**src/hdl/dwcsm_pkg.sv**
```systemverilog
// ----------------------------------------------------------------------------
// dwcsm_pkg
// Shared widths, stage payload types and prefix helpers for the step map.
// ----------------------------------------------------------------------------
package dwcsm_pkg;

  localparam int WordBits = 64;
  localparam int LenW     = $clog2(WordBits + 1);
  localparam int CntW     = $clog2(WordBits + 1);
  localparam int HgtW     = $clog2(WordBits) + 2;

  localparam logic signed [HgtW-1:0] HZero   = HgtW'(0);
  localparam logic signed [HgtW-1:0] HOne    = HgtW'(1);
  localparam logic signed [HgtW-1:0] HNegOne = -HgtW'(1);
  localparam logic signed [HgtW-1:0] HNegTwo = -HgtW'(2);

  typedef logic [WordBits-1:0]           word_t;
  typedef logic [WordBits-1:0][CntW-1:0] cnt_vec_t;

  // Position masks from the height scan of the incoming word.
  typedef struct packed {
    word_t word;
    word_t dn0;       // down step at height 0
    word_t qset;      // down step at height 0 or 1
    word_t hp1;       // down step at height 1
    word_t up_h1;     // up step at height 1
    word_t up_hm1;    // up step at height -1
    word_t up_h01;    // up step at height 0 or 1
    word_t up_hm2m1;  // up step at height -2 or -1
  } scan_t;

  typedef struct packed {
    word_t word;
    word_t set_oh;
    logic  found;
    word_t hp1;
    word_t up_h1;
    word_t up_hm1;
    word_t up_h01;
    word_t up_hm2m1;
  } set_t;

  typedef struct packed {
    word_t word;
    word_t set_oh;
    logic  found;
    word_t up1;       // up step at height 1 in the set word
    word_t qclr;      // up step at height 0 or 1 in the set word
  } remap_t;

  // Inclusive running count of set bits, log-depth adder network.
  function automatic cnt_vec_t prefix_count(input word_t m);
    cnt_vec_t c;
    for (int i = 0; i < WordBits; i++) begin
      c[i] = CntW'(m[i]);
    end
    for (int s = 1; s < WordBits; s = s * 2) begin
      for (int i = WordBits - 1; i >= s; i--) begin
        c[i] = c[i] + c[i-s];
      end
    end
    return c;
  endfunction

  function automatic logic [CntW-1:0] popcount(input word_t m);
    cnt_vec_t c;
    c = prefix_count(m);
    return c[WordBits-1];
  endfunction

  // Inclusive running OR toward the high end.
  function automatic word_t prefix_or(input word_t m);
    word_t r;
    r = m;
    for (int s = 1; s < WordBits; s = s * 2) begin
      for (int i = WordBits - 1; i >= s; i--) begin
        r[i] = r[i] | r[i-s];
      end
    end
    return r;
  endfunction

endpackage

```
**src/hdl/dwcsm_scan.sv**
```systemverilog
// ----------------------------------------------------------------------------
// dwcsm_scan
// Height scan of the word and classification of every position.
// ----------------------------------------------------------------------------
module dwcsm_scan import dwcsm_pkg::*; (
  input  logic  clk_i,
  input  logic  rst_ni,
  input  logic  valid_i,
  output logic  stall_o,
  input  word_t word_i,
  input  word_t in_range_i,
  output logic  valid_o,
  input  logic  stall_i,
  output scan_t data_o
);

  cnt_vec_t                incl;
  logic [CntW-1:0]         excl [WordBits];
  logic signed [HgtW-1:0]  hgt  [WordBits];
  word_t                   dn, up;
  scan_t                   data_d, data_q;
  logic                    valid_q;

  always_comb begin
    incl = prefix_count(word_i);
    dn   = ~word_i & in_range_i;
    up   = word_i & in_range_i;
    data_d      = '0;
    data_d.word = word_i;
    for (int i = 0; i < WordBits; i++) begin
      excl[i] = incl[i] - CntW'(word_i[i]);
      hgt[i]  = $signed({1'b0, excl[i][HgtW-3:0], 1'b0}) - $signed(HgtW'(i));
      data_d.dn0[i]      = dn[i] & (hgt[i] == HZero);
      data_d.qset[i]     = dn[i] & ((hgt[i] == HZero) || (hgt[i] == HOne));
      data_d.hp1[i]      = dn[i] & (hgt[i] == HOne);
      data_d.up_h1[i]    = up[i] & (hgt[i] == HOne);
      data_d.up_hm1[i]   = up[i] & (hgt[i] == HNegOne);
      data_d.up_h01[i]   = up[i] & ((hgt[i] == HZero) || (hgt[i] == HOne));
      data_d.up_hm2m1[i] = up[i] & ((hgt[i] == HNegOne) || (hgt[i] == HNegTwo));
    end
  end

  assign stall_o = valid_q && stall_i;

  always_ff @(posedge clk_i or negedge rst_ni) begin
    if (!rst_ni) begin
      valid_q <= 1'b0;
    end else if (!stall_o) begin
      valid_q <= valid_i;
    end
  end

  always_ff @(posedge clk_i) begin
    if (valid_i && !stall_o) begin
      data_q <= data_d;
    end
  end

  assign valid_o = valid_q;
  assign data_o  = data_q;

endmodule

```
**config.mk**
```make
export PLATFORM = sky130hd
export DESIGN_NAME = dwcsm_scan
export DESIGN_NICKNAME = d
export VERILOG_FILES = /design/src/hdl/dwcsm_pkg.sv /design/src/hdl/dwcsm_scan.sv
export SDC_FILE = /design/constraint.sdc
export NUM_CORES = 2
export LEC_CHECK = 0
export BUFFER_PORTS_ARGS = -buffer_cell sky130_fd_sc_hd__buf_2
export CORE_MARGIN = 5
export CORE_UTILIZATION = 45
export DETAILED_ROUTE_END_ITERATION = 16
export PLACE_DENSITY = 0.62
export SLEW_MARGIN = 20
export SYNTH_ARGS = -nofsm -noshare
export SYNTH_HDL_FRONTEND = slang
export SYNTH_SLANG_ARGS = --single-unit
```
**constraint.sdc**
```tcl
create_clock -name clk_i -period 28.2 [get_ports clk_i]
set_input_delay 5.64 -clock clk_i [delete_from_list [all_inputs] [get_ports clk_i]]
set_output_delay 5.64 -clock clk_i [all_outputs]
set_load 0.02 [all_outputs]
```
==> results.cfg <==
[critical_path]
path_max_fanout = 11
critPathKind = in2reg
critPathMaxStageDelay_ns = 0.64
crit_family = adder cells
cp.depth = 25
critPathCaptureType = register
path_common_cell = inv_1
required_ns = 28.60
cp-start-kind = primary input
cp_slowest_cell = fa_1
rr_worst_depth = 4
arrival_ns = 13.11
cp_num_buf_inv = 7

[sta]
finalSetupViolations = 0
fmax_mhz = 78.7
min_period_ns = 12.71
drv_slew = 0
fin_skew_ns = 0.0178
rsz0062_at_grt = false
fin_setup_tns_ns = 0
hold_viol = 0
timing.final.crit_share = 0.451
worstMarginPinSlew_ns = 0.974
relSlewSlack = 0.351

[clock_network]
cts_tree = built
clk_latency_ns = 0.60
cts_hold_buf = 0
cts_resized = 0
root_buffer = clkbuf_16
cts-htree-levels = 2
clockBufferDepth = 3
clock_sinks = 256
numCtsBuffers = 35
path_clk_slew_ns = 0.06
cts_setup_buffers = 0

[final_layout]
layout.nets = 6353
synthToLayoutAreaGrowth_pct = 8.60
layout_common_cells = ha_1 (922), inv_1 (864), buf_2 (516)
final_common_cell = ha_1
final_util = 0.491
drive_gt1_frac = 0.123
fill_cells = 9205

[global_route]
grt_pass1_vias = 32200
grt.total_usage = 0.237
grt_pass1_wl_um = 188000
grt_max_degree = 68
overflow = 0
antenna_found_initial = 9

[die]
core_area_um2 = 98000
rows = 115
dieArea_um2 = 105000
initial_core_util = 0.452
ios = 646
die_h_um = 324
fp.dieW_um = 324

[drt]
num_vias = 32100
firstDrtPassIters = 5
drc = 0
wire_per_inst_um = 20.4
routed_wl_um = 127000
drt_iter0_drc = 1595
drtAntennaViolNets = 0
viasPerCell = 5.15

[placement]
place_congestion = 0.926
portBuffers = 516
dp_hpwl_um = 112000

[yosys]
synth_edf_count = 255
syn-cell-area_um2 = 44300
ys_ff_latch = 256
syn_inst = 4493
synthArstFlopShare = 0.00391
ys.flop_type = edfxtp_1
synth_warnings = 0
ys_seq_area_frac = 0.174
avgSynthCellArea_um2 = 9.85
synthDistinctLibCells = 82

[status]
outcome = completed

[flow_run]
max_cap_viol_count = 0

[worst_hold_path]
holdCritPathClass = reg2reg
hold_path_depth = 2
## path summary, 6_finish.rpt
kind | startpoint | end | slack, ns
worst min register to register | valid_o | valid_o | 0.70
min in group asynchronous | rst_ni | valid_o | 4.81
worst max-delay path | word_i[0] | data_o[191] | 15.49
max in group asynchronous | rst_ni | valid_o | 23.31
worst min-delay path | valid_o | valid_o | 0.70
worst max register to register | valid_o | data_o[7] | 25.06
## per-stage QoR
stage               hold WS [ns]  setup slack, ns  cells  instance area (um^2)
CTS                        0.698            15.50   6230                 48100
global route               0.746            14.95   6230                 48100
global placement           0.667            15.06   6167                 47000
floorplan                  0.899            10.30   4623                 44800
detailed placement         0.682            14.88   6167                 47000
finish                     0.695            15.49   6231                 48100
## metal layers
layer	vias up	global-route usage	routed length, um
met5	-	0	48
met4	8	0.0584	3410
met3	138	0.0430	8760
met2	957	0.398	58700
met1	15400	0.320	55900
li1	15600	-	-
## final cells by class
| class | instances | area [um^2] | share of cell area |
|---|---|---|---|
| Inverter | 867 | 3260 | 0.0677 |
| Sequential cell | 256 | 7680 | 0.160 |
| Tap cell | 1287 | 1610 | 0.0335 |
| Multi-Input combinational cell | 3235 | 31900 | 0.663 |
| Timing Repair Buffer | 522 | 2630 | 0.0546 |
| Clock buffer | 42 | 902 | 0.0188 |
| Clock inverter | 21 | 139 | 0.00289 |
| Antenna cell | 1 | 2.50 | 0.0000520 |
## cells in the mapped netlist (30+ instances only)
master,count,area (um^2)
xnor2_1,279,2440
nor2_1,148,556
buf_4,257,1930
edfxtp_1,255,7660
inv_1,864,3240
a21o_1,234,1760
nand4_1,35,219
a21oi_1,224,1120
nor3_1,81,405
nor4_1,40,250
and3_1,33,206
nor2b_1,30,188
nand3_1,64,320
ha_1,922,11500
fa_1,382,7650
xor2_1,166,1450
o21ai_0,45,225
nand2_1,131,492
## worst register-to-register path, stage by stage (launching register included)
cell,delay [ns]
dfrtp_1,0.37
and2_1,0.20
nor2b_4,0.70
buf_4,0.56
buf_4,0.79
## cell families after synthesis
logic type,after synthesis,share of synthesized area
adders and majority gates,1317,0.436
buffers and inverters,1132,0.118
and+or+nand+nor,714,0.0858
AOI/OAI and AO/OA,596,0.0872
xor gates and xnor gates,460,0.0952
DFF,256,0.174
muxes,16,0.00370
other,2,0.000170
## registers in the layout, indices dropped and copies added (netlist names)
register  cells
data_o      255
valid_o       1
Power is not shown: default switching activity piles up to over one toggle a cycle in this logic, so the estimate is an artifact.
