==> src/hdl/dwcsm_pkg.sv <==
// ----------------------------------------------------------------------------
// dwcsm_pkg
// Shared widths, stage payload types and prefix helpers for the step map.
// ----------------------------------------------------------------------------
package dwcsm_pkg;

  localparam int WordBits = 64;
  localparam int LenW     = $clog2(WordBits + 1);
  localparam int CntW     = $clog2(WordBits + 1);
  localparam int HgtW     = $clog2(WordBits) + 2;

  localparam logic signed [HgtW-1:0] HZero   = HgtW'(0);
  localparam logic signed [HgtW-1:0] HOne    = HgtW'(1);
  localparam logic signed [HgtW-1:0] HNegOne = -HgtW'(1);
  localparam logic signed [HgtW-1:0] HNegTwo = -HgtW'(2);

  typedef logic [WordBits-1:0]           word_t;
  typedef logic [WordBits-1:0][CntW-1:0] cnt_vec_t;

  // Position masks from the height scan of the incoming word.
  typedef struct packed {
    word_t word;
    word_t dn0;       // down step at height 0
    word_t qset;      // down step at height 0 or 1
    word_t hp1;       // down step at height 1
    word_t up_h1;     // up step at height 1
    word_t up_hm1;    // up step at height -1
    word_t up_h01;    // up step at height 0 or 1
    word_t up_hm2m1;  // up step at height -2 or -1
  } scan_t;

  typedef struct packed {
    word_t word;
    word_t set_oh;
    logic  found;
    word_t hp1;
    word_t up_h1;
    word_t up_hm1;
    word_t up_h01;
    word_t up_hm2m1;
  } set_t;

  typedef struct packed {
    word_t word;
    word_t set_oh;
    logic  found;
    word_t up1;       // up step at height 1 in the set word
    word_t qclr;      // up step at height 0 or 1 in the set word
  } remap_t;

  // Inclusive running count of set bits, log-depth adder network.
  function automatic cnt_vec_t prefix_count(input word_t m);
    cnt_vec_t c;
    for (int i = 0; i < WordBits; i++) begin
      c[i] = CntW'(m[i]);
    end
    for (int s = 1; s < WordBits; s = s * 2) begin
      for (int i = WordBits - 1; i >= s; i--) begin
        c[i] = c[i] + c[i-s];
      end
    end
    return c;
  endfunction

  function automatic logic [CntW-1:0] popcount(input word_t m);
    cnt_vec_t c;
    c = prefix_count(m);
    return c[WordBits-1];
  endfunction

  // Inclusive running OR toward the high end.
  function automatic word_t prefix_or(input word_t m);
    word_t r;
    r = m;
    for (int s = 1; s < WordBits; s = s * 2) begin
      for (int i = WordBits - 1; i >= s; i--) begin
        r[i] = r[i] | r[i-s];
      end
    end
    return r;
  endfunction

endpackage

==> src/hdl/dwcsm_set.sv <==
// ----------------------------------------------------------------------------
// dwcsm_set
// Pick the down step to set: rank d0+1 among down steps at height 0 or 1.
// ----------------------------------------------------------------------------
module dwcsm_set import dwcsm_pkg::*; (
  input  logic  clk_i,
  input  logic  rst_ni,
  input  logic  valid_i,
  output logic  stall_o,
  input  scan_t data_i,
  output logic  valid_o,
  input  logic  stall_i,
  output set_t  data_o
);

  logic [CntW-1:0] target;
  cnt_vec_t        rank;
  set_t            data_d, data_q;
  logic            valid_q;

  always_comb begin
    target = popcount(data_i.dn0) + CntW'(1);
    rank   = prefix_count(data_i.qset);
    data_d = '0;
    for (int i = 0; i < WordBits; i++) begin
      data_d.set_oh[i] = data_i.qset[i] & (rank[i] == target);
    end
    data_d.found    = |data_d.set_oh;
    data_d.word     = data_i.word;
    data_d.hp1      = data_i.hp1;
    data_d.up_h1    = data_i.up_h1;
    data_d.up_hm1   = data_i.up_hm1;
    data_d.up_h01   = data_i.up_h01;
    data_d.up_hm2m1 = data_i.up_hm2m1;
  end

  assign stall_o = valid_q && stall_i;

  always_ff @(posedge clk_i or negedge rst_ni) begin
    if (!rst_ni) begin
      valid_q <= 1'b0;
    end else if (!stall_o) begin
      valid_q <= valid_i;
    end
  end

  always_ff @(posedge clk_i) begin
    if (valid_i && !stall_o) begin
      data_q <= data_d;
    end
  end

  assign valid_o = valid_q;
  assign data_o  = data_q;

endmodule

==> config.mk <==
export PLATFORM = sky130hd
export DESIGN_NAME = dwcsm_set
export DESIGN_NICKNAME = d
export VERILOG_FILES = /design/src/hdl/dwcsm_pkg.sv /design/src/hdl/dwcsm_set.sv
export SDC_FILE = /design/constraint.sdc
export NUM_CORES = 2
export LEC_CHECK = 0
export BUFFER_PORTS_ARGS = -buffer_cell sky130_fd_sc_hd__buf_2
export CORE_AREA = 2 2 375 377
export CTS_BUF_LIST = sky130_fd_sc_hd__clkbuf_16
export DETAILED_ROUTE_END_ITERATION = 12
export DIE_AREA = 0 0 377 379
export PLACE_DENSITY = 0.6
export SETUP_SLACK_MARGIN = 0.1
export SLEW_MARGIN = 0
export SYNTH_ARGS = -nofsm -noshare
export SYNTH_HDL_FRONTEND = slang
export SYNTH_SLANG_ARGS = --single-unit
==> constraint.sdc <==
create_clock -name clk_i -period 29 [get_ports clk_i]
set_clock_uncertainty 0.1 [all_clocks]
set_input_delay 5.8 -clock clk_i [delete_from_list [all_inputs] [get_ports clk_i]]
set_output_delay 5.8 -clock clk_i [all_outputs]
set_load 0.02 [all_outputs]
==> flow_summary_export.csv <==
group,metric,value,unit
global_routing,grt_usage,31.7,%
timing,fmax,0.0688,GHz
worst_setup_path,r2r_end,"data_o[401]$_DFFE_PP_",
route,wirelength,232000,µm
worst_setup_path,crit_path_end_kind,"flop",
worst_hold_path,holdPathEnd,"valid_o$_DFFE_PN0N_",
place,place_ws,13.69,ns
finish,fin_util,40.6,%
route,drt_first_iter_violations,3474,
status,status,"finished with violations",
route,first_pass_iters,6,
place,place_congestion,1.02,
cts,cts_root_buffer,"clkbuf_16",
cts,cts_made_buffers,58,
timing,drv_slew,3,
cts,cts_tree,"done",
synthesis,ys_ff_latch,450,
global_routing,grt_pass1_vias,36112,
route,route.detailed.drc,0,
floorplanning,io_pins,967,
timing,rsz0062_at_grt,"no",
worst_setup_path,reg2reg_depth,6,
finish,nFillCells,13699,
route,wl_met1,96900,µm
timing,hold_viol,0,
worst_setup_path,cp.required,29.34,ns
synthesis,yosysTopAreaCell,"edfxtp_1",
floorplanning,dieWidth,377,µm
place,dpl.hpwl,201000,µm
worst_hold_path,hp-start,"valid_o$_DFFE_PN0N_",
timing,min_period,14.53,ns
synthesis,syn_avg_cell_area,11.0,µm²
worst_setup_path,r2r_setup_slack,24.16,ns
cts,htreeDepth,2,
global_routing,grt_max_degree,140,
synthesis,synthFlopType,"edfxtp_1",
finish,fin_nets,6960,
cts,cts-resized-gates,0,
worst_setup_path,start_kind,"primary input",
route,antenna_left,0,
place,portBuffers,966,
route,wl_met2,97800,µm
timing,tns,0,ns
floorplanning,die_h,379,µm
floorplanning,coreArea,139000,µm²
global_routing,grt-ovfl-total,0,
synthesis,yosys-top-cells-area,"edfxtp_1 29%, ha_1 19%, fa_1 18%",
synthesis,synth_cell_types,65,
floorplanning,start_util,34.1,%
worst_setup_path,arrival,14.87,ns
synthesis,synth_edf_count,449,
timing,period_share,50.1,%
timing,slew_headroom,-4.12,%
global_routing,antenna_found_initial,34,
synthesis,syn_area,47300,µm²
synthesis,synth_top_cell_area_share,28.5,%
worst_setup_path,crit_type,"primary input to flop",
synthesis,yosysMostFrequentCell,"inv_1",
route,routed_via_density,5.13,
global_routing,grt_pass1_wl,305000,µm
route,num_vias,36832,
status,violations,"capacitance limit, slew limit",
cts,clk_latency,0.69,ns
flow_run,drv_cap,1,
synthesis,synth_common_cells,"964 x inv_1, 718 x ha_1, 454 x xnor2_1, 449 x edfxtp_1, 420 x fa_1",
finish,syn_to_final_growth,19.2,%
cts,clk_path_buf_depth,3,
worst_hold_path,hold_class,"flop to flop",
worst_setup_path,r2r-start,"valid_o$_DFFE_PN0N_",
timing,fin_ws,14.47,ns
route,wl_per_cell,32.3,µm
synthesis,ys_warn_count,0,
floorplanning,row_count,137,
timing,tightestPinTransition,1.55,ns
cts,cts.sinks,450,
floorplanning,dieArea,143000,µm²
synthesis,yosysSeqAreaShare,28.6,%
synthesis,async_flop_share,0.222,%
route,dr.max_layer_used,"met5",
route,wl_met3,26700,µm
synthesis,synth.net_count,5958,
worst_hold_path,min_path_cells,2,
cts,cts_setup_buffers,0,
cts,hold_buffers,0,
synthesis,synthCells,4304,
finish,drive_gt1_share,20.6,%
cts,cts.clk_slew.worst_paths,0.06,ns
timing,setup_viol,0,
worst_setup_path,critPathMaxFanout,42,
[critical path, cell delays in order]
cell      delay [ns]
buf_2           0.11
fa_1            0.52
inv_1           0.05
fa_1            0.48
inv_1           0.06
fa_1            0.49
inv_1           0.05
fa_1            0.47
inv_1           0.05
fa_1            0.46
fa_1            0.51
inv_1           0.05
fa_1            0.50
fa_1            0.43
fa_4            0.45
fa_4            0.50
nand2b_1        0.21
a21oi_1         0.34
xnor2_4         0.15
buf_4           0.38
buf_4           0.72
xnor2_1         0.15
nand3_1         0.12
nor4_1          0.06
buf_4           0.17
nor4_1          0.72
o311ai_0        0.30
or4_1           0.45
[through the flow]
step                      cell area (µm²)  cells  hold slack, ns
after floorplan                     47300   4304           0.799
after global placement              54400   7053           0.580
after detailed placement            54400   7053           0.595
after CTS                           56300   7162           0.615
after global routing                56300   7162           0.669
final                               56400   7178           0.624
[worst max path at each step]
stage                startpoint                     to  depth (start not counted)
floorplan               stall_i    data_o[0]$_DFFE_PP_                          2
global placement    data_i[394]  data_o[320]$_DFFE_PP_                         25
detailed placement  data_i[394]  data_o[320]$_DFFE_PP_                         25
CTS                 data_i[394]  data_o[320]$_DFFE_PP_                         25
global route        data_i[406]  data_o[320]$_DFFE_PP_                         27
finish              data_i[412]  data_o[320]$_DFFE_PP_                         28
[metal layers]
layer | vias to the layer above | global-route usage [%]
li1 | 16194 | -
met1 | 18566 | 42.5
met2 | 1730 | 47.0
met3 | 318 | 10.7
met4 | 24 | 12.1
met5 | - | 0
[state kept, by name, indices dropped and copies added (netlist names)]
register  count
data_o      449
valid_o       1
[kinds of logic after synthesis]
logic type | synth area share [%]
flip-flops | 28.6
AO/OA/AOI/OAI | 7.80
adder cells (fa/ha/maj) | 37.2
XOR/XNOR | 13.8
AND/OR/NAND/NOR | 4.36
multiplexers | 0.0688
buffers and inverters | 8.24
[layout make-up]
| type | instances | area [µm²] | share of cell area, % |
|---|---|---|---|
| Antenna cell | 16 | 40.0 | 0.0710 |
| Inverter | 964 | 3620 | 6.42 |
| Timing Repair Buffer | 990 | 5030 | 8.92 |
| Multi-Input combinational cell | 2842 | 30000 | 53.2 |
| Clock inverter | 50 | 470 | 0.835 |
| Clock buffer | 59 | 1480 | 2.62 |
| Sequential cell | 450 | 13500 | 24.0 |
| Tap cell | 1807 | 2260 | 4.01 |
[cell usage in the layout (no fill, tap or decap), types with 83 or more instances in the layout]
| cell | netlist | layout |
|---|---|---|
| inv_1 | 964 | 968 |
| buf_2 | 26 | 966 |
| ha_1 | 718 | 718 |
| xnor2_1 | 454 | 454 |
| edfxtp_1 | 449 | 449 |
| fa_1 | 420 | 418 |
| xor2_1 | 250 | 249 |
| a21o_1 | 231 | 231 |
| a21oi_1 | 212 | 211 |
| nor2_1 | 83 | 83 |
Power is not shown: default switching activity piles up to over one toggle a cycle in this logic, so the estimate is an artifact.
