===== src/hdl/dwcsm_pkg.sv =====
// ----------------------------------------------------------------------------
// dwcsm_pkg
// Shared widths, stage payload types and prefix helpers for the step map.
// ----------------------------------------------------------------------------
package dwcsm_pkg;

  localparam int WordBits = 64;
  localparam int LenW     = $clog2(WordBits + 1);
  localparam int CntW     = $clog2(WordBits + 1);
  localparam int HgtW     = $clog2(WordBits) + 2;

  localparam logic signed [HgtW-1:0] HZero   = HgtW'(0);
  localparam logic signed [HgtW-1:0] HOne    = HgtW'(1);
  localparam logic signed [HgtW-1:0] HNegOne = -HgtW'(1);
  localparam logic signed [HgtW-1:0] HNegTwo = -HgtW'(2);

  typedef logic [WordBits-1:0]           word_t;
  typedef logic [WordBits-1:0][CntW-1:0] cnt_vec_t;

  // Position masks from the height scan of the incoming word.
  typedef struct packed {
    word_t word;
    word_t dn0;       // down step at height 0
    word_t qset;      // down step at height 0 or 1
    word_t hp1;       // down step at height 1
    word_t up_h1;     // up step at height 1
    word_t up_hm1;    // up step at height -1
    word_t up_h01;    // up step at height 0 or 1
    word_t up_hm2m1;  // up step at height -2 or -1
  } scan_t;

  typedef struct packed {
    word_t word;
    word_t set_oh;
    logic  found;
    word_t hp1;
    word_t up_h1;
    word_t up_hm1;
    word_t up_h01;
    word_t up_hm2m1;
  } set_t;

  typedef struct packed {
    word_t word;
    word_t set_oh;
    logic  found;
    word_t up1;       // up step at height 1 in the set word
    word_t qclr;      // up step at height 0 or 1 in the set word
  } remap_t;

  // Inclusive running count of set bits, log-depth adder network.
  function automatic cnt_vec_t prefix_count(input word_t m);
    cnt_vec_t c;
    for (int i = 0; i < WordBits; i++) begin
      c[i] = CntW'(m[i]);
    end
    for (int s = 1; s < WordBits; s = s * 2) begin
      for (int i = WordBits - 1; i >= s; i--) begin
        c[i] = c[i] + c[i-s];
      end
    end
    return c;
  endfunction

  function automatic logic [CntW-1:0] popcount(input word_t m);
    cnt_vec_t c;
    c = prefix_count(m);
    return c[WordBits-1];
  endfunction

  // Inclusive running OR toward the high end.
  function automatic word_t prefix_or(input word_t m);
    word_t r;
    r = m;
    for (int s = 1; s < WordBits; s = s * 2) begin
      for (int i = WordBits - 1; i >= s; i--) begin
        r[i] = r[i] | r[i-s];
      end
    end
    return r;
  endfunction

endpackage


===== src/hdl/dwcsm_clear.sv =====
// ----------------------------------------------------------------------------
// dwcsm_clear
// Clear the u1-th up step at height 0 or 1 and register the result word.
// ----------------------------------------------------------------------------
module dwcsm_clear import dwcsm_pkg::*; (
  input  logic   clk_i,
  input  logic   rst_ni,
  input  logic   valid_i,
  output logic   stall_o,
  input  remap_t data_i,
  output logic   valid_o,
  input  logic   stall_i,
  output word_t  word_o,
  output logic   not_found_o
);

  logic [CntW-1:0] u1;
  cnt_vec_t        rank;
  word_t           clr_oh;
  logic            ok;
  word_t           word_d, word_q;
  logic            not_found_q;
  logic            valid_q;

  always_comb begin
    u1   = popcount(data_i.up1);
    rank = prefix_count(data_i.qclr);
    for (int i = 0; i < WordBits; i++) begin
      clr_oh[i] = data_i.qclr[i] & (rank[i] == u1);
    end
    ok     = data_i.found && (|clr_oh);
    word_d = ok ? ((data_i.word | data_i.set_oh) & ~clr_oh) : data_i.word;
  end

  assign stall_o = valid_q && stall_i;

  always_ff @(posedge clk_i or negedge rst_ni) begin
    if (!rst_ni) begin
      valid_q <= 1'b0;
    end else if (!stall_o) begin
      valid_q <= valid_i;
    end
  end

  always_ff @(posedge clk_i) begin
    if (valid_i && !stall_o) begin
      word_q      <= word_d;
      not_found_q <= !ok;
    end
  end

  assign valid_o     = valid_q;
  assign word_o      = word_q;
  assign not_found_o = not_found_q;

endmodule


===== config.mk =====
export PLATFORM = sky130hd
export DESIGN_NAME = dwcsm_clear
export DESIGN_NICKNAME = d
export VERILOG_FILES = /design/src/hdl/dwcsm_pkg.sv /design/src/hdl/dwcsm_clear.sv
export SDC_FILE = /design/constraint.sdc
export NUM_CORES = 2
export LEC_CHECK = 0
export BUFFER_PORTS_ARGS = -buffer_cell sky130_fd_sc_hd__buf_2
export CAP_MARGIN = 20
export CELL_PAD_IN_SITES_DETAIL_PLACEMENT = 1
export CELL_PAD_IN_SITES_GLOBAL_PLACEMENT = 1
export CORE_MARGIN = 2
export CORE_UTILIZATION = 53
export CTS_CLUSTER_DIAMETER = 120
export CTS_CLUSTER_SIZE = 40
export DETAILED_ROUTE_END_ITERATION = 8
export PLACE_DENSITY_LB_ADDON = 0.1
export SKIP_LAST_GASP = 1
export SLEW_MARGIN = 20
export SYNTH_ARGS = -nofsm -noshare
export SYNTH_HDL_FRONTEND = slang
export SYNTH_SLANG_ARGS = --single-unit

===== constraint.sdc =====
create_clock -name clk_i -period 6.96 [get_ports clk_i]
set_input_delay 0.696 -clock clk_i [delete_from_list [all_inputs] [get_ports clk_i]]
set_output_delay 0.696 -clock clk_i [all_outputs]
set_load 0.01 [all_outputs]

==> out/results.tsv, run 1 <==
metric	value	unit
status	did not finish	
Failed at	detailed placement (3_5_place_dp)	
error msg	[ERROR DPL-0033] detailed placement checks failed during check placement.	
Die Wd	269	µm
sequential-to-total area share from yosys stat	5.33	%
register bit count reported by yosys	66	
syn nets	5471	
Syn Inst Count	4053	
EDFF count, synth	65	
synthesized area per cell	9.16	µm²
Async S/R FF share, synth	1.52	%
Top-Level Pins	328	
die height	269	µm
Synth Flop Type	edfxtp_1	
Initial Utilization	53.3	%
Synth warnings	0	
Netlist cell types	79	
GPL Wtd Cong	1.03	
mapped cell area	37100	µm²
I/O Buffers	327	
dpl hpwl	191	mm
num rows	97	
-- cell usage after synthesis, types with 8 or more instances --
library cell,n,area (µm²)
nand4_1,53,332
nand2_1,77,289
o21a_1,8,60.1
nand3_1,76,380
or3_1,13,81.3
nor2_1,80,300
fa_1,429,8590
a31oi_1,11,68.8
inv_1,787,2950
edfxtp_1,65,1950
and2_1,10,62.6
clkbuf_1,23,86.3
o22ai_1,10,62.6
buf_1,11,41.3
o21ai_0,54,270
a211oi_1,23,173
o211a_1,11,110
nor3_1,86,430
and3_1,16,100
ha_1,728,9110
nor4_1,29,181
a21o_1,286,2150
o22a_1,9,78.8
o211ai_1,10,75.1
a21oi_1,256,1280
a2111oi_0,9,78.8
xnor3_1,14,315
nor2b_1,10,62.6
or4_1,11,82.6
buf_2,39,195
xnor2_1,457,4000
a22oi_1,10,75.1
xor2_1,209,1830
-- through the flow --
step                    instances  setup WS, ps  hold WS (ps)
after floorplan              4053         -1590           400
after global placement       6490         -2610           471
-- cell families after synthesis --
kind of cell    after synthesis  share of synthesized area [%]
mux                           9                          0.250
xor+xnor                    686                           16.9
compound gates              762                           13.7
fa+ha+maj                  1164                           47.9
buf+inv                     870                           9.07
simple gates                496                           6.95
flops                        66                           5.33
==> run 2, diff against run 1 <==
- CELL_PAD_IN_SITES_DETAIL_PLACEMENT: 1 -> unset
- CELL_PAD_IN_SITES_GLOBAL_PLACEMENT: 1 -> unset
- CORE_UTILIZATION: 53 -> 40
- CTS_CLUSTER_DIAMETER: 120 -> unset
- CTS_CLUSTER_SIZE: 40 -> unset
- PLACE_DENSITY_LB_ADDON: 0.1 -> 0.15
==> out/results.tsv, run 2 <==
metric	value	unit
status	finished, violations left	
failing checks	setup timing	
worst clock skew	3.77	ps
antenna violations before repair	4	
Worst-path clk slew	50	ps
Commonest cells post-synth	inv_1 (787), ha_1 (728), xnor2_1 (457)	
vias in the first global route	35300	
clock buffer count from CTS	9	
first-pass GRT wire length	228	mm
commonest non-fill, non-tap cell in the layout	buf_4	
CP most frequent cell	fa_1	
CTS tree	yes	
drt first-iter violations	3057	
core area	91800	µm²
Synth warnings	0	
Hold-fix buffers, CTS	0	
nets	7083	
routed len/inst	23.0	µm
Top-Level Pins	328	
WP data arrival	8820	ps
Sink Count	66	
DIE AREA	95200	µm²
num rows	111	
Async S/R FF share, synth	1.52	%
CP Max Fanout	12	
syn nets	5471	
DR vias	35600	
Yosys top cell by area	ha_1	
vias per cell	5.14	
register bit count reported by yosys	66	
Tcrit/Tclk final	125	%
root buffer cell	clkbuf_16	
sequential-to-total area share from yosys stat	5.33	%
crit-path leading delay family	adder cells	
Area Overhead vs Synth	39.7	%
GPL Wtd Cong	1.02	
Worst Tran Pin Value	1180	ps
I/O Buffers	327	
Data required, critical path	7050	ps
Final WS setup	-1760	ps
pre-CTS WS	-2520	ps
share of layout cells above drive strength 1	32.3	%
Syn Inst Count	4053	
dpl hpwl	143	mm
top cells by area, synth	ha_1 (25%), fa_1 (23%), xnor2_1 (11%)	
Initial Utilization	40.4	%
clk buf depth	2	
largest net degree at the start of global routing	80	
slowest CP cell	fa_1	
slew margin rel.	21.0	%
TNS Setup	-108960	ps
Synth top area share	24.5	%
Congestion Overflow GR	0	
count leader, synth	inv_1	
total wire length	159	mm
mapped cell area	37100	µm²
# setup viols final	65	
Fin Hold WS	113	ps
Max Fclk	115	MHz
Crit Path Class	in -> reg	
# DRC	0	
Netlist cell types	79	
max-capacitance violation count	0	
drt pass-1 iters	7	
Final Hold Viols	0	
Critical Path Sink Type	register	
die height	309	µm
HP Class	in -> async	
Tot GR Track Use	32.9	%
H-tree levels	3	
most frequent cells in the layout	buf_4 (1297), inv_1 (777), ha_1 (727), xnor2_1 (445), fa_1 (422)	
worst-skew pair later-pin latency	340	ps
Slew Limit Fails	0	
Synth Flop Type	edfxtp_1	
synthesized area per cell	9.16	µm²
Routed Antenna Nets	0	
Die Wd	309	µm
Final Critical Period	8720	ps
EDFF count, synth	65	
Startpoint Class	primary input	
Worst path max stage delay	530	ps
Largest register FFs	64	
WP buf/inv	11	
Util after Layout	56.5	%
RSZ-0062 raised after global routing	yes	
## run 2: cell type report
cell class	count	area, µm²
multi-input combinational	3118	32600
timing repair inverter	1	11.3
clock inverter	7	83.8
timing repair buffer	1681	12400
fill	8460	40000
sequential	66	1980
inverter	788	2970
tap	1243	1560
antenna	5	12.5
clock buffer	9	225
## run 2: layer usage
metal,up-vias,track usage [%],part of all wire [%]
li1,16800,-,-
met1,17200,44.6,44
met2,1348,52.6,44
met3,237,2.87,6.5
met4,6,16.4,5.9
met5,-,0,0.024
## run 2: timing repair
item                                    4_1_cts  5_1_grt
pin swaps                                    12       62
setup buffers                                19       19
endpoints found under the setup margin       65       65
gates cloned                                  4        6
resized for setup                            50      117
## run 2: cell families after synthesis
| family | after synthesis | synth area share [%] |
|---|---|---|
| and+or+nand+nor | 496 | 6.95 |
| buffers and inverters | 870 | 9.07 |
| AOI/OAI and AO/OA | 762 | 13.7 |
| adders and majority gates | 1164 | 47.9 |
| DFF | 66 | 5.33 |
| xor gates and xnor gates | 686 | 16.9 |
| muxes | 9 | 0.250 |
## run 2: per-stage QoR
stage               instance area, µm²  std cells
CTS                              51000       6891
global placement                 50200       6852
finish                           51800       6918
global route                     51800       6913
detailed placement               50200       6852
floorplan                        37200       4053
## run 2: path summary, 6_finish.rpt
| check | start | to | slack (ps) | cells after the start |
|---|---|---|---|---|
| setup / recovery | data_i[111] | word_o[1]$_DFFE_PP_ | -1760 | 31 |
| hold / removal | rst_ni | valid_o$_DFFE_PN0N_ | 110 | 1 |
| setup reg to reg | valid_o$_DFFE_PN0N_ | word_o[44]$_DFFE_PP_ | 5180 | 3 |
| hold reg to reg | valid_o$_DFFE_PN0N_ | valid_o$_DFFE_PN0N_ | 690 | 2 |
| max in group asynchronous | rst_ni | valid_o$_DFFE_PN0N_ | 6760 | 1 |
| min in group clk_i | valid_i | valid_o$_DFFE_PN0N_ | 560 | 2 |
## run 2: worst reg2reg max path: stages (launching register included)
cell	delay [ps]
dfrtp_1	360
and2_1	200
nor2b_4	110
buf_4	640
Power of run 2 is not shown: default switching activity piles up to over one toggle a cycle in this logic, so the estimate is an artifact.
