==> src/hdl/dwcsm_pkg.sv <==
// ----------------------------------------------------------------------------
// dwcsm_pkg
// Shared widths, stage payload types and prefix helpers for the step map.
// ----------------------------------------------------------------------------
package dwcsm_pkg;

  localparam int WordBits = 64;
  localparam int LenW     = $clog2(WordBits + 1);
  localparam int CntW     = $clog2(WordBits + 1);
  localparam int HgtW     = $clog2(WordBits) + 2;

  localparam logic signed [HgtW-1:0] HZero   = HgtW'(0);
  localparam logic signed [HgtW-1:0] HOne    = HgtW'(1);
  localparam logic signed [HgtW-1:0] HNegOne = -HgtW'(1);
  localparam logic signed [HgtW-1:0] HNegTwo = -HgtW'(2);

  typedef logic [WordBits-1:0]           word_t;
  typedef logic [WordBits-1:0][CntW-1:0] cnt_vec_t;

  // Position masks from the height scan of the incoming word.
  typedef struct packed {
    word_t word;
    word_t dn0;       // down step at height 0
    word_t qset;      // down step at height 0 or 1
    word_t hp1;       // down step at height 1
    word_t up_h1;     // up step at height 1
    word_t up_hm1;    // up step at height -1
    word_t up_h01;    // up step at height 0 or 1
    word_t up_hm2m1;  // up step at height -2 or -1
  } scan_t;

  typedef struct packed {
    word_t word;
    word_t set_oh;
    logic  found;
    word_t hp1;
    word_t up_h1;
    word_t up_hm1;
    word_t up_h01;
    word_t up_hm2m1;
  } set_t;

  typedef struct packed {
    word_t word;
    word_t set_oh;
    logic  found;
    word_t up1;       // up step at height 1 in the set word
    word_t qclr;      // up step at height 0 or 1 in the set word
  } remap_t;

  // Inclusive running count of set bits, log-depth adder network.
  function automatic cnt_vec_t prefix_count(input word_t m);
    cnt_vec_t c;
    for (int i = 0; i < WordBits; i++) begin
      c[i] = CntW'(m[i]);
    end
    for (int s = 1; s < WordBits; s = s * 2) begin
      for (int i = WordBits - 1; i >= s; i--) begin
        c[i] = c[i] + c[i-s];
      end
    end
    return c;
  endfunction

  function automatic logic [CntW-1:0] popcount(input word_t m);
    cnt_vec_t c;
    c = prefix_count(m);
    return c[WordBits-1];
  endfunction

  // Inclusive running OR toward the high end.
  function automatic word_t prefix_or(input word_t m);
    word_t r;
    r = m;
    for (int s = 1; s < WordBits; s = s * 2) begin
      for (int i = WordBits - 1; i >= s; i--) begin
        r[i] = r[i] | r[i-s];
      end
    end
    return r;
  endfunction

endpackage

==> src/hdl/dwcsm_remap.sv <==
// ----------------------------------------------------------------------------
// dwcsm_remap
// Rebuild the up-step masks for the word after the set step.
// ----------------------------------------------------------------------------
module dwcsm_remap import dwcsm_pkg::*; (
  input  logic   clk_i,
  input  logic   rst_ni,
  input  logic   valid_i,
  output logic   stall_o,
  input  set_t   data_i,
  output logic   valid_o,
  input  logic   stall_i,
  output remap_t data_o
);

  word_t  above;
  remap_t data_d, data_q;
  logic   valid_q;

  // Heights above the set position rise by two; the set position itself
  // becomes an up step at its old height.
  always_comb begin
    above         = prefix_or(data_i.set_oh) & ~data_i.set_oh;
    data_d.word   = data_i.word;
    data_d.set_oh = data_i.set_oh;
    data_d.found  = data_i.found;
    data_d.up1    = (data_i.up_h1 & ~above) | (data_i.up_hm1 & above)
                  | (data_i.set_oh & data_i.hp1);
    data_d.qclr   = (data_i.up_h01 & ~above) | (data_i.up_hm2m1 & above)
                  | data_i.set_oh;
  end

  assign stall_o = valid_q && stall_i;

  always_ff @(posedge clk_i or negedge rst_ni) begin
    if (!rst_ni) begin
      valid_q <= 1'b0;
    end else if (!stall_o) begin
      valid_q <= valid_i;
    end
  end

  always_ff @(posedge clk_i) begin
    if (valid_i && !stall_o) begin
      data_q <= data_d;
    end
  end

  assign valid_o = valid_q;
  assign data_o  = data_q;

endmodule

==> config.mk <==
export PLATFORM = sky130hd
export DESIGN_NAME = dwcsm_remap
export DESIGN_NICKNAME = d
export VERILOG_FILES = /design/src/hdl/dwcsm_pkg.sv /design/src/hdl/dwcsm_remap.sv
export SDC_FILE = /design/constraint.sdc
export NUM_CORES = 1
export LEC_CHECK = 0
export ABC_CLOCK_PERIOD_IN_PS = 17800
export BUFFER_PORTS_ARGS = -buffer_cell sky130_fd_sc_hd__buf_2
export CORE_AREA = 2 2 278 280
export CTS_BUF_LIST = sky130_fd_sc_hd__clkbuf_16
export DETAILED_ROUTE_END_ITERATION = 6
export DIE_AREA = 0 0 280 282
export GPL_TIMING_DRIVEN = 0
export MAX_ROUTING_LAYER = met4
export PLACE_DENSITY = 0.44
export SYNTH_ARGS = -nofsm -noshare
export SYNTH_HDL_FRONTEND = slang
export SYNTH_SLANG_ARGS = --single-unit
==> constraint.sdc <==
create_clock -name clk_i -period 17.8 [get_ports clk_i]
set_input_delay 0.89 -clock clk_i [delete_from_list [all_inputs] [get_ports clk_i]]
set_output_delay 0.89 -clock clk_i [all_outputs]
set_load 0.005 [all_outputs]
==> metrics, run 1 <==
Layout Cells excl Fill ~2.6k; Hold WS 0.127 ns; Synth top area share 0.692; CTS Buf Count 34; DRC violations left 0; total nets after synthesis between 1k and 1.5k; Max-slew headroom 0.156; largest net degree at the start of global routing 34; Fillers approximately 8k; Final Hold Fails 0; Ys Warns 0; post-route clock period utilization 0.251; leading area contributor after synthesis edfxtp_1; HPWL after detailed placement 43.2 mm; 1st-iter DRT viols 508; Post-Syn Area per Cell between 10 and 15 um^2; vias in the first global route between 10k and 15k; PwrDens 90.0 mW/mm^2; CTS Buffer Depth 3; max_cap viols 0; worst setup path category in2reg; die area between 0.07 and 0.08 mm^2; unrepaired setup endpoints after global routing no; drt pass-1 iters 4; vias per cell 3.93; global-route wire length before repair 70.8 mm; CP max stage delay approximately 1.2 ns; slowest CP cell nor3_2; P_leak between 0.006 and 0.007 uW; final RePlAce weighted congestion ~0.87; hold buffers post-CTS 0; post-route cell area 0.0172 mm^2; WL/cell 20.5 um; final setup violation count 0; Die W 280 um; Max VDD drop around 0.053 mV; gr ovfl total 0; clock-pin slew on the worst setup and hold paths 0.06 ns; fraction of layout cells with a size suffix above 1 0.509; row cnt ~100; worst-path fanout max 10; antenna violations before repair 2; Mapped Cells 790; core footprint 0.0757 mm^2; Sink Count approximately 260; Yosys cell types 55; # port buffers 709; Slew Viols, Final 0; PnR worst setup slack around 13 ns; commonest non-fill, non-tap cell in the layout buf_2; Final min period 4.47 ns; Routed WL around 52 mm; CP Cell Sequence buf_2, buf_4, nor4_4, nand4_2, nor3_2, nand2_1, a211o_1; post-CTS sizing 0; synthesis-stage register bit count 258; register area share after synthesis 0.694; Area Growth Syn to Fin 54.3%; IO Pins 712; Initial Utilization 0.147; Post-synth EDFFs 257; Routed Antenna Nets 0; H-tree depth 2; NumNets Final approximately 2k; Clock Latency Late Sink between 0.5 and 0.6 ns; GRT Util Overall 0.128; family with the most delay on the worst path simple AND/OR/NAND/NOR gates; largest cells by area after synthesis edfxtp_1 (69%), mux2i_1 (4.9%), nor2_1 (2.8%), a211o_1 (2.3%), a211oi_1 (1.8%); ys flop type edfxtp_1; arrival time worst endpoint around 4.8 ns; CTS tree built; CP Buf/Inv Count 2; status finished clean; vias after detailed routing 10.0k; Root Driver clkbuf_16; Die Span Y about 280 um; crit end category flip-flop; most frequent cells in the layout buf_2 (713), edfxtp_1 (257), nor2_1 (84); Post-synth ARST share 0.00388; Fmax ~220 MHz; worst min-delay path class in2async; Post-CTS Setup Inserts 0; Setup crit start kind primary input; worst slack, placed 12.62 ns; area post-placement 0.0161 mm^2; Mapped Area approximately 0.011 mm^2; Slew @ Worst Pin 1.26 ns; critical path data required time 18.08 ns; Final Skew 0.00718 ns; Cell Count Post-Placement between 2k and 2.5k
[synthesized netlist by cell type, drive strengths merged (2+ instances only)]
library cell,instances
a21oi,11
clkbuf,13
o21ai,22
a211o,29
mux2,5
nand4,16
nor4,27
nor3,35
a21boi,4
inv,21
mux2i,55
and3,12
or4,5
nand2,34
edfxtp,257
a211oi,27
nand3,17
nand2b,2
nor3b,2
nand3b,17
nor2,85
or3,8
and4,6
or2,5
nor2b,21
and2,7
o311ai,2
buf,5
o311a,2
o31ai,9
a31oi,16
nand4b,2
nor4b,2
[state kept, by name, indices dropped and copies added (netlist names)]
register,flops
data_o,257
valid_o,1
[where the power goes]
| part | switching [uW] | internal [uW] |
|---|---|---|
| combinational | 92.6 | 79.2 |
| clock | 273 | 387 |
| sequential | 7.59 | 710 |
| total | 373 | 1180 |
[area by class of cell]
class                   instances  area (um^2)  share of cell area
clock inverters                25          134             0.00778
inverters                      21         78.8             0.00458
clock buffers                  37          926              0.0538
flip-flops and latches        258         7740               0.450
multi-input cells             493         3260               0.189
plain buffers                  18         76.3             0.00444
diodes                          5         12.5            0.000727
well taps                     978         1220              0.0711
repair buffers                719         3750               0.218
[worst paths after layout]
check,start,to,slack [ns],cells past startpoint
worst max-delay path,data_i[321],data_o[44],13.33,7
worst min-delay path,rst_ni,valid_o,0.13,1
worst max register to register,valid_o,data_o[236],15.28,6
worst min register to register,valid_o,valid_o,0.79,2
max in group asynchronous,rst_ni,valid_o,17.59,1
min in group clk_i,data_i[404],data_o[212],0.53,1
[logic make-up (layout without fill, tap and decap cells)]
logic type / after synthesis / after routing / share of synthesized area
and+or+nand+nor: 304 / 304 / 0.155
DFF: 258 / 258 / 0.694
AOI/OAI and AO/OA: 129 / 129 / 0.0826
muxes: 60 / 60 / 0.0544
buffers and inverters: 39 / 820 / 0.0139
other: 0 / 5 / 0
[per-stage QoR]
step | power (uW) | setup TNS (ns) | utilization
final | 1550 | 0 | 0.227
after CTS | 1580 | 0 | 0.227
after global routing | 1610 | 0 | 0.227
after detailed placement | 905 | 0 | 0.213
after global placement | 919 | -495.65 | 0.210
after floorplan | 791 | 0 | -
[routing by layer]
layer,GRT usage,wire [um],vias to the layer above
met5,-,0,-
met4,0.0426,1440,0
met3,0.0320,3830,63
met2,0.231,27300,504
met1,0.137,19800,4793
li1,-,-,4671
(Power assumes the default switching activity.)
==> inputs of run 2 (changes only) <==
- ABC_CLOCK_PERIOD_IN_PS: 17800 -> 3900
- CORE_AREA: 2 2 278 280 -> 2 2 275 277
- DIE_AREA: 0 0 280 282 -> 0 0 277 279
- PLACE_DENSITY: 0.44 -> 0.46
- clock period: 17.8 -> 3.9 ns (I/O delays scaled with it)
==> run 2 against run 1 <==
Compared with the run above:
- cell area is 19% higher
- global-route usage up 1.5 points
- sequential power grew to 4.6 times the previous value
- combinational power rose to 6.2 times the previous value
- sequential cell count did not move
- utilization is 4.8 points higher
- count of clock-buffer cells in the layout shrank 7
- power increased to 4.7 times the previous value
- via count up 15%
- non-clock buffer count rose by 330
- largest cell class unchanged
==> metrics, run 2 (synthesis gave the netlist of run 1 again) <==
vias per cell between 4 and 5; Setup crit start kind primary input; Fmax 262 MHz; HPWL after detailed placement approximately 45 mm; Fillers between 7k and 8k; Sink Count 258; unrepaired setup endpoints after global routing yes; most frequent cells in the layout buf_2 (713), dlygate4sd3_1 (332), edfxtp_1 (257); M3 GR Usage 0.0241; Slew Viols, Final 0; clock-pin slew on the worst setup and hold paths about 0.060 ns; commonest non-fill, non-tap cell in the layout buf_2; Max-slew headroom 0.314; final RePlAce weighted congestion slightly above 0.9; fraction of layout cells with a size suffix above 1 0.422; worst setup path category in2reg; vias in the first global route around 12k; CTS tree built; GRT Util Overall 0.143; Final Skew 0.00931 ns; final setup violation count 0; Routed Antenna Nets 0; global-route wire length before repair 79.8 mm; met2 GRT Util 0.264; Die Span Y around 280 um; Antenna diodes 0; P_leak between 0.008 and 0.009 uW; Final min period 3.81 ns; Routed WL 56.5 mm; IO Pins a little over 700; R2R setup slack ~1.2 ns; vias after detailed routing about 12k; 1st-iter DRT viols 527; antenna violations before repair 6; Max VDD drop approximately 0.25 mV; Setup TNS 0 ns; CTS Buf Count 30; Clock Latency Late Sink slightly below 0.6 ns; die area 0.0773 mm^2; WL/cell ~20 um; Slew @ Worst Pin between 1 and 1.5 ns; gr ovfl total 0; NumNets Final roughly 2.3k; Final Hold Fails 0; largest net degree at the start of global routing 36; critical path data required time roughly 4.2 ns; # port buffers 709; PwrDens ~350 mW/mm^2; Initial Utilization 0.151; Die W approximately 280 um; Root Driver clkbuf_16; met1 Use GR 0.159; max_cap viols 0; post-route clock period utilization 0.978; worst-path fanout max 10; max FFs per register ~260; DRC violations left 0; Total Power ~7000 uW; arrival time worst endpoint between 4 and 5 ns; H-tree depth 1; CTS Buffer Depth 3; worst min-delay path class in2reg; crit end category flip-flop; Area Growth Syn to Fin 83.1%; status finished clean; drt pass-1 iters 5; gr busiest metal met2; row cnt 100; core footprint approximately 0.074 mm^2
==> run 2: final cells by class <==
type,count,area (um^2),area share
buffer,18,76.3,0.00374
clock buffer,30,751,0.0368
clock inverter,25,230,0.0113
inverter,21,78.8,0.00386
multi-input combinational,493,3280,0.161
sequential,258,7740,0.379
tap,969,1210,0.0594
timing repair buffer,1049,7040,0.345
==> run 2: timing repair <==
item | 4_1_cts | 5_1_grt
buffers inserted | 0 | 0
hold endpoints to repair | 233 | 1
gates resized for setup | 0 | 2
hold buffers | 331 | 1
endpoints found under the setup margin | 0 | 1
==> run 2: critical path, stage by stage <==
cell and delay, ns:
dlygate4sd3_1 0.54, buf_2 0.18, nor4_1 0.74, nand2_1 0.57
clkbuf_1 0.38, nor4_2 0.58, nor2b_1 0.10, a211o_1 0.28
dlygate4sd3_1 0.58
==> run 2: routing by layer <==
| layer | share of wire | wire (um) | up-vias |
|---|---|---|---|
| li1 | - | - | 5307 |
| met1 | 0.39 | 22200 | 5563 |
| met2 | 0.52 | 29600 | 585 |
| met3 | 0.060 | 3370 | 73 |
| met4 | 0.024 | 1370 | 0 |
| met5 | 0 | 0 | - |
==> run 2: worst paths after layout <==
kind	startpoint	to	depth (start not counted)
setup / recovery	data_i[337]	data_o[39]	9
hold / removal	data_i[117]	data_o[53]	3
setup reg to reg	valid_o	data_o[136]	6
hold reg to reg	valid_o	data_o[36]	2
max in group asynchronous	rst_ni	valid_o	3
min in group asynchronous	rst_ni	valid_o	3
==> run 2: where the power goes <==
part | switching (uW) | leakage, uW | internal [uW] | total [uW]
sequential | 39.0 | 0.00239 | 3240 | 3280
combinational | 488 | 0.00537 | 582 | 1070
clock | 1200 | 0.000502 | 1660 | 2860
==> run 2: stage by stage <==
step,utilization,hold WS [ns],area [um^2],worst slack [ns],std cells
2_1_floorplan,-,-0.101,11200,-0.849,790
3_3_place_gp,0.215,-0.0294,15900,-2.82,2468
3_5_place_dp,0.217,-0.0285,16100,-0.499,2476
4_1_cts,0.275,0.000706,20400,0.0243,2862
5_1_grt,0.276,0.00114,20400,-0.000103,2863
6_report,0.276,0.0126,20400,0.0852,2863
